File: config.mk
export PLATFORM = sky130hd
export DESIGN_NAME = sha1_message_hash_unit
export DESIGN_NICKNAME = d
export VERILOG_FILES = /design/src/hw/rtl/smh_pkg.sv /design/src/hw/rtl/sha1_message_hash_unit.sv /design/src/hw/rtl/smh_round.sv /design/src/hw/rtl/smh_core.sv
export SDC_FILE = /design/constraint.sdc
export NUM_CORES = 2
export LEC_CHECK = 0
export BUFFER_PORTS_ARGS = -buffer_cell sky130_fd_sc_hd__buf_2
export CAP_MARGIN = 25
export CORE_ASPECT_RATIO = 1.25
export CORE_MARGIN = 8
export CORE_UTILIZATION = 63
export CTS_CLUSTER_SIZE = 10
export DETAILED_ROUTE_END_ITERATION = 16
export PLACE_DENSITY = 0.84
export SYNTH_ARGS = -nofsm -noshare
export SYNTH_HDL_FRONTEND = slang
export SYNTH_SLANG_ARGS = --single-unit
File: constraint.sdc
create_clock -name clk_i -period 22 [get_ports clk_i]
set_clock_uncertainty 0.05 [all_clocks]
set_input_delay 4.4 -clock clk_i [delete_from_list [all_inputs] [get_ports clk_i]]
set_output_delay 4.4 -clock clk_i [all_outputs]
set_load 0.02 [all_outputs]
File: src/hw/rtl/smh_pkg.sv
// Package for the SHA-1 message hash unit: constants, round keys, control types.
// Used by smh_round, smh_core and sha1_message_hash_unit; depends on nothing.
`timescale 1ns / 1ps

package smh_pkg;

  localparam int unsigned NumWords  = 5;
  localparam int unsigned BlockBits = 512;
  localparam int unsigned Rounds    = 80;

  localparam logic [NumWords-1:0][31:0] H_INIT = {
    32'hC3D2E1F0, 32'h10325476, 32'h98BADCFE, 32'hEFCDAB89, 32'h67452301
  };

  localparam logic [31:0] K_0 = 32'h5A827999;
  localparam logic [31:0] K_1 = 32'h6ED9EBA1;
  localparam logic [31:0] K_2 = 32'h8F1BBCDC;
  localparam logic [31:0] K_3 = 32'hCA62C1D6;

  localparam logic [7:0] PAD_BYTE = 8'h80;
  localparam logic [5:0] LEN_POS  = 6'd56;

  localparam logic CMD_ABSORB = 1'b0;
  localparam logic CMD_FINISH = 1'b1;

  typedef struct packed {
    logic start;
    logic init;
  } core_ctrl_t;

  typedef struct packed {
    logic idle;
    logic done;
  } core_stat_t;

endpackage

File: src/hw/rtl/sha1_message_hash_unit.sv
// SHA-1 message hash unit, top level: byte packing, padding sequencer, digest output.
// Depends on smh_pkg and smh_core.
//
// Input stream: one transfer carries one message byte in s_axis_tdata_i with
// s_axis_tuser_i low, or a finish command with s_axis_tuser_i high (byte ignored).
// Output stream: one transfer per finish, carrying the five digest words,
// digest_word0 in the lowest 32 bits of m_axis_tdata_o.
// Data bytes are taken one per cycle while s_axis_tready_o is high; the 64th byte
// of a block starts the compression (a start, 80 rounds at one round per cycle in
// the shared round unit, a chaining add), during which s_axis_tready_o is low.
// A finish feeds 9 to 72 padding and length bytes at one per cycle, pausing for
// a compression after each full block (one or two in all), then loads the output
// register and raises m_axis_tvalid_o; the load waits while a digest is held.
// Bytes of the next message are accepted while a digest waits in the output
// register; a second finish holds in the emit step until the receiver takes it.
// Reset clears the length, fill count and handshakes and loads the initial
// chaining values; the unit is ready straight out of reset.
`timescale 1ns / 1ps

module sha1_message_hash_unit (
  input  logic         clk_i,
  input  logic         rst_ni,
  input  logic         s_axis_tvalid_i,
  output logic         s_axis_tready_o,
  input  logic [7:0]   s_axis_tdata_i,   // [7:0] data_byte
  input  logic         s_axis_tuser_i,   // [0] command
  output logic         m_axis_tvalid_o,
  input  logic         m_axis_tready_i,
  output logic [159:0] m_axis_tdata_o    // [31:0] digest_word0 .. [159:128] digest_word4
);
  import smh_pkg::*;

  typedef enum logic [5:0] {
    ST_IDLE = 6'b000001,
    ST_PAD  = 6'b000010,
    ST_LEN  = 6'b000100,
    ST_COMP = 6'b001000,
    ST_WAIT = 6'b010000,
    ST_EMIT = 6'b100000
  } top_state_e;

  top_state_e st_q, st_d, ret_q, ret_d;
  logic [BlockBits-1:0] blk_q, blk_d;
  logic [5:0]  fill_q, fill_d;
  logic [63:0] bits_q, bits_d;
  logic [63:0] len_q, len_d;
  logic        first_q, first_d;
  logic [159:0] out_q, out_d;
  logic        ovalid_q, ovalid_d;
  logic        push;
  logic [7:0]  push_byte;
  logic        full;
  logic        s_fire;
  core_ctrl_t  ctrl;
  core_stat_t  stat;
  logic [NumWords-1:0][31:0] hash;

  smh_core u_core (
    .clk_i  (clk_i),
    .rst_ni (rst_ni),
    .ctrl_i (ctrl),
    .blk_i  (blk_q),
    .stat_o (stat),
    .hash_o (hash)
  );

  assign s_fire = s_axis_tvalid_i && s_axis_tready_o;
  assign full   = (fill_q == 6'd63);

  always_comb begin
    st_d      = st_q;
    ret_d     = ret_q;
    bits_d    = bits_q;
    len_d     = len_q;
    first_d   = first_q;
    out_d     = out_q;
    ovalid_d  = ovalid_q;
    push      = 1'b0;
    push_byte = s_axis_tdata_i;
    ctrl      = '0;
    if (m_axis_tvalid_o && m_axis_tready_i) begin
      ovalid_d = 1'b0;
    end
    unique case (st_q)
      ST_IDLE: begin
        if (s_fire) begin
          if (s_axis_tuser_i == CMD_ABSORB) begin
            push   = 1'b1;
            bits_d = bits_q + 64'd8;
            if (full) begin
              st_d  = ST_COMP;
              ret_d = ST_IDLE;
            end
          end else begin
            len_d   = bits_q;
            first_d = 1'b1;
            st_d    = ST_PAD;
          end
        end
      end
      ST_PAD: begin
        push      = 1'b1;
        push_byte = first_q ? PAD_BYTE : 8'h00;
        first_d   = 1'b0;
        if (full) begin
          st_d  = ST_COMP;
          ret_d = ST_PAD;
        end else if (fill_q + 6'd1 == LEN_POS) begin
          st_d = ST_LEN;
        end
      end
      ST_LEN: begin
        push      = 1'b1;
        push_byte = len_q[63:56];
        len_d     = {len_q[55:0], 8'h00};
        if (full) begin
          st_d  = ST_COMP;
          ret_d = ST_EMIT;
        end
      end
      ST_COMP: begin
        if (stat.idle) begin
          ctrl.start = 1'b1;
          st_d       = ST_WAIT;
        end
      end
      ST_WAIT: begin
        if (stat.done) begin
          st_d = ret_q;
        end
      end
      ST_EMIT: begin
        if (!ovalid_q || m_axis_tready_i) begin
          out_d     = {hash[4], hash[3], hash[2], hash[1], hash[0]};
          ovalid_d  = 1'b1;
          ctrl.init = 1'b1;
          bits_d    = '0;
          st_d      = ST_IDLE;
        end
      end
      default: st_d = ST_IDLE;
    endcase
    blk_d  = push ? {blk_q[BlockBits-9:0], push_byte} : blk_q;
    fill_d = push ? fill_q + 6'd1 : fill_q;
  end

  always_ff @(posedge clk_i or negedge rst_ni) begin
    if (!rst_ni) begin
      st_q     <= ST_IDLE;
      ret_q    <= ST_IDLE;
      fill_q   <= '0;
      bits_q   <= '0;
      first_q  <= 1'b0;
      ovalid_q <= 1'b0;
    end else begin
      st_q     <= st_d;
      ret_q    <= ret_d;
      fill_q   <= fill_d;
      bits_q   <= bits_d;
      first_q  <= first_d;
      ovalid_q <= ovalid_d;
    end
  end

  always_ff @(posedge clk_i) begin
    blk_q <= blk_d;
    len_q <= len_d;
    out_q <= out_d;
  end

  assign s_axis_tready_o = (st_q == ST_IDLE);
  assign m_axis_tvalid_o = ovalid_q;
  assign m_axis_tdata_o  = out_q;

endmodule

File: src/hw/rtl/smh_round.sv
// SHA-1 round datapath: boolean function, round key and five-input sum.
// Depends on smh_pkg.
`timescale 1ns / 1ps

module smh_round (
  input  logic [31:0] a_i,
  input  logic [31:0] b_i,
  input  logic [31:0] c_i,
  input  logic [31:0] d_i,
  input  logic [31:0] e_i,
  input  logic [31:0] w_i,
  input  logic [6:0]  rnd_i,
  output logic [31:0] t_o
);
  import smh_pkg::*;

  logic [31:0] f;
  logic [31:0] k;

  always_comb begin
    priority if (rnd_i < 7'd20) begin
      f = (b_i & c_i) | (~b_i & d_i);
      k = K_0;
    end else if (rnd_i < 7'd40) begin
      f = b_i ^ c_i ^ d_i;
      k = K_1;
    end else if (rnd_i < 7'd60) begin
      f = (b_i & c_i) | (b_i & d_i) | (c_i & d_i);
      k = K_2;
    end else begin
      f = b_i ^ c_i ^ d_i;
      k = K_3;
    end
  end

  assign t_o = {a_i[26:0], a_i[31:27]} + f + e_i + k + w_i;

endmodule

File: src/hw/rtl/smh_core.sv
// SHA-1 compression sequencer: one round per cycle over a rolling 16-word window.
// Holds the chaining words. Depends on smh_pkg and smh_round.
`timescale 1ns / 1ps

module smh_core (
  input  logic                                       clk_i,
  input  logic                                       rst_ni,
  input  smh_pkg::core_ctrl_t                        ctrl_i,
  input  logic [smh_pkg::BlockBits-1:0]              blk_i,
  output smh_pkg::core_stat_t                        stat_o,
  output logic [smh_pkg::NumWords-1:0][31:0]         hash_o
);
  import smh_pkg::*;

  typedef enum logic [2:0] {
    C_IDLE  = 3'b001,
    C_ROUND = 3'b010,
    C_ADD   = 3'b100
  } core_state_e;

  core_state_e state_q, state_d;
  logic [6:0] rnd_q, rnd_d;
  logic [BlockBits-1:0] win_q, win_d;
  logic [31:0] a_q, b_q, c_q, d_q, e_q;
  logic [31:0] a_d, b_d, c_d, d_d, e_d;
  logic [NumWords-1:0][31:0] h_q, h_d;
  logic [31:0] t;
  logic [31:0] sched;

  smh_round u_round (
    .a_i   (a_q),
    .b_i   (b_q),
    .c_i   (c_q),
    .d_i   (d_q),
    .e_i   (e_q),
    .w_i   (win_q[511:480]),
    .rnd_i (rnd_q),
    .t_o   (t)
  );

  assign sched = win_q[95:64] ^ win_q[255:224] ^ win_q[447:416] ^ win_q[511:480];

  always_comb begin
    state_d = state_q;
    rnd_d   = rnd_q;
    win_d   = win_q;
    a_d = a_q;
    b_d = b_q;
    c_d = c_q;
    d_d = d_q;
    e_d = e_q;
    h_d = h_q;
    unique case (state_q)
      C_IDLE: begin
        if (ctrl_i.init) begin
          h_d = H_INIT;
        end
        if (ctrl_i.start) begin
          win_d   = blk_i;
          a_d     = h_q[0];
          b_d     = h_q[1];
          c_d     = h_q[2];
          d_d     = h_q[3];
          e_d     = h_q[4];
          rnd_d   = '0;
          state_d = C_ROUND;
        end
      end
      C_ROUND: begin
        a_d   = t;
        b_d   = a_q;
        c_d   = {b_q[1:0], b_q[31:2]};
        d_d   = c_q;
        e_d   = d_q;
        win_d = {win_q[479:0], sched[30:0], sched[31]};
        rnd_d = rnd_q + 7'd1;
        if (rnd_q == 7'(Rounds - 1)) begin
          state_d = C_ADD;
        end
      end
      C_ADD: begin
        h_d[0]  = h_q[0] + a_q;
        h_d[1]  = h_q[1] + b_q;
        h_d[2]  = h_q[2] + c_q;
        h_d[3]  = h_q[3] + d_q;
        h_d[4]  = h_q[4] + e_q;
        state_d = C_IDLE;
      end
      default: state_d = C_IDLE;
    endcase
  end

  always_ff @(posedge clk_i or negedge rst_ni) begin
    if (!rst_ni) begin
      state_q <= C_IDLE;
      rnd_q   <= '0;
      h_q     <= H_INIT;
    end else begin
      state_q <= state_d;
      rnd_q   <= rnd_d;
      h_q     <= h_d;
    end
  end

  always_ff @(posedge clk_i) begin
    win_q <= win_d;
    a_q   <= a_d;
    b_q   <= b_d;
    c_q   <= c_d;
    d_q   <= d_d;
    e_q   <= e_d;
  end

  assign stat_o.idle = (state_q == C_IDLE);
  assign stat_o.done = (state_q == C_ADD);
  assign hash_o      = h_q;

endmodule

==> impl_results.md <==
- R2R Path End: u_core.a_q[30]
- Ys flop type: edfxtp_1
- Fin. Hold Viols: 0
- Setup Fix Bufs, Post-CTS: 0
- Fin util: 70.1%
- DR pass1 iterations: 8
- Vias in the first global route: 49.9k
- Proportion of synthesized area in mux cells: 0.202%
- Worst VDD drop: 0.0852 mV
- RSZ-0062 raised after global routing: no
- Clock sink total: 1653
- Number of routed nets with antenna violations: 0
- CP required: 17550 ps
- Chip width: 325 microns
- Latest clock arrival within the worst-skew pair: 820 ps
- Slew headroom: between 15 and 20%
- Initial antenna violation count: 3
- Post-synthesis sequential area ratio: between 60% and 70%
- Detail Placement HPWL: 122000 microns
- Final Critical Period: 7630 ps
- Max Freq: between 100 and 150 MHz
- Layout Nets: roughly 7.0k
- DR vias: approximately 50k
- Register Area: 0.0485 sq mm
- H-tree lvl count: 4
- Initial Utilization: roughly 63%
- Cell Area, Placed: 0.0774 sq mm
- EDFF count, synth: 1405
- Avg Cell Area, Syn: about 12 sq um
- Post_cts resized: 0
- Starting DRC count in detailed routing: 5615
- CP Max Fanout: 10
- Ratio of final minimum period to clock period: 34.7%
- Critical Path AT: about 3200 ps
- GRT Total Usage: 28.0%
- First-pass GRT wire length: 285000 microns
- Reg2Reg Depth: 25
- Vias per inst: about 6.0
- Input/output buffers: 174
- Most common cell after layout, fill and taps aside: nand2_1
- CP peak stage delay: about 830 ps
- GPL Wtd Cong: 0.968
- Pwr dens: 74.5 mW/mm^2
- Io pins: 175
- DIE HEIGHT: 402 microns
- XOR/XNOR Fraction of Synth Area: 3.46%
- CP Cell Sequence: or4_1 -> nor3b_1 -> buf_2
- Area delta synth->final: 10.6%
- Worst Tran Pin Value: 1250 ps
- Critical path class: reg2out
- Core Area: around 0.12 sq mm
- Hold_ws: approximately 380 ps
- Total Wirelength: 187000 microns
- Synthesized area: 0.0750 sq mm
- Cell row count: 141
- CTS root buffer: clkbuf_16
- Drt wl/cell: 22.5 microns
- Worst R2R Setup Slack: 14830 ps
- Worst setup path startpoint: st_q[1]
- Cell variety after synth: 81
- Dominant cells by area after synthesis: edfxtp_1 (56%), nand2_1 (11%), dfrtp_1 (5.5%), ha_1 (3.7%), fa_1 (3.2%)
- CP endpoint: s_axis_tready_o
- Slowest cell on crit path: nor3b_1
- P_leak: 34.1 nW
- Synth Area in Simple Gates: 15.2%
- Multi-input gate area: 0.0248 sq mm
- Post-synth net total: roughly 6.8k
- CTS Hold Bufs: 0
- CTS clk-pin slew, worst paths: 60 ps
- Largest net degree at the start of global routing: 250
- Crit path capture type: output pin
- Fill cells: 7692
- Clock buffer depth: 3
- CTS tree: done
- Synth Area in Compound Gates: 7.27%
- Gr ovfl total: 0
- Setup slack after layout: 14370 ps
- HP Class: reg2reg
- Asr flop ratio synth: 15.0%
- Yosys reg bits: between 1.5k and 2k
- Worst r2r src: u_core.rnd_q[3]
- Non-Filler Cell Area, Final: 0.0829 sq mm
- Mapped Cells: 6446
- DP Worst Slack: 14190 ps
- Synthesis warning total: 0
- Adder-Cell Fraction of Synth Area: 6.91%
- Area leader, netlist: edfxtp_1
- Area fraction of the dominant cell type after synthesis: 56.3%
- Die Area: between 0.1 and 0.15 sq mm
- Max-slew violations: 0
- Max Cap Violations: 0
- Main combinational cell family by area after synthesis: simple AND/OR/NAND/NOR gates
- Setup TNS: 0 ps
- Status: complete, no violations
- Final setup fails: 0
- DRC: 0
- Most frequent cells in the layout: nand2_1 (2232), edfxtp_1 (1405), o21ai_0 (259), nor2_1 (257), a21oi_1 (254)
- Worst setup SP type: register
- CTS Buf Count: 185
- Fraction of layout cells with a size suffix above 1: 8.16%
through the flow:
stage	total power, mW	std cells
floorplan	3.42	6446
global placement	3.43	7994
detailed placement	3.43	7997
CTS	6.21	8295
global route	6.32	8300
finish	6.18	8301
logic make-up after synthesis:
kind of cell	Yosys count
compound gates	874
xor+xnor	296
fa+ha+maj	342
buf+inv	448
flops	1653
mux	15
simple gates	2818
critical path, delay by kind of cell (launching register included):
kind	cells	cell delay [ps]
and+or+nand+nor	2	1570
buffers and inverters	1	340
DFF	1	450
routing by layer:
metal / GRT usage (%) / vias to the layer above / share of wire [%]
met3: 4.72 / 600 / 7.2
met1: 33.0 / 24275 / 36
li1: - / 22598 / -
met2: 47.4 / 2419 / 49
met4: 18.7 / 2 / 7.7
met5: 0 / - / 0.0059
registers in the layout (all words and copies together) (netlist names), 6 cells and up:
signal and count:
u_core.e_q 32, u_core.d_q 32, fill_q 6, len_q 61
u_core.rnd_q 7, u_core.b_q 32, bits_q 61, m_axis_tdata_o 160
u_core.a_q 32, u_core.win_q 512, u_core.hash_o 160, u_core.c_q 32
st_q 6, blk_q 512
where the power goes:
group | internal, mW | switching [mW] | total (mW) | leakage (nW)
combinational | 0.00242 | 0.0115 | 0.0140 | 16.4
sequential | 3.36 | 0.00000000000000000399 | 3.36 | 15.2
clock | 1.60 | 1.20 | 2.81 | 2.57
final cells by class:
class                           instances  area share, %
Antenna cell                            1        0.00302
Clock inverter                         10          0.232
Tap cell                             1573           2.37
Clock buffer                          288           6.25
Sequential cell                      1653           58.5
Timing Repair Buffer                  225           1.75
Multi-Input combinational cell       4345           29.9
Inverter                              206          0.942
worst min path at each step:
| stage | start | end | slack, ps | cells past startpoint |
|---|---|---|---|---|
| 2_1_floorplan | blk_q[92] | blk_q[100] | 380 | 0 |
| 3_3_place_gp | blk_q[366] | blk_q[374] | 380 | 0 |
| 3_5_place_dp | blk_q[197] | blk_q[205] | 380 | 0 |
| 4_1_cts | blk_q[11] | blk_q[19] | 370 | 0 |
| 5_1_grt | blk_q[11] | blk_q[19] | 370 | 0 |
| 6_report | blk_q[11] | blk_q[19] | 380 | 0 |
cell usage after synthesis, drive strengths merged, types with 20 or more instances:
library cell	n
o21a	21
xor2	105
clkbuf	220
buf	22
inv	206
and3	32
nor2	259
o21ai	259
nand3	60
a31oi	20
xnor2	191
nor2b	42
a21oi	255
a21o	95
o32ai	20
or3	33
ha	222
fa	120
dfrtp	165
dfstp	83
o31ai	20
nand2b	29
o21bai	34
nand4	27
nor3	31
edfxtp	1405
nand2	2235
No activity file was read; power rests on OpenSTA's default activity.
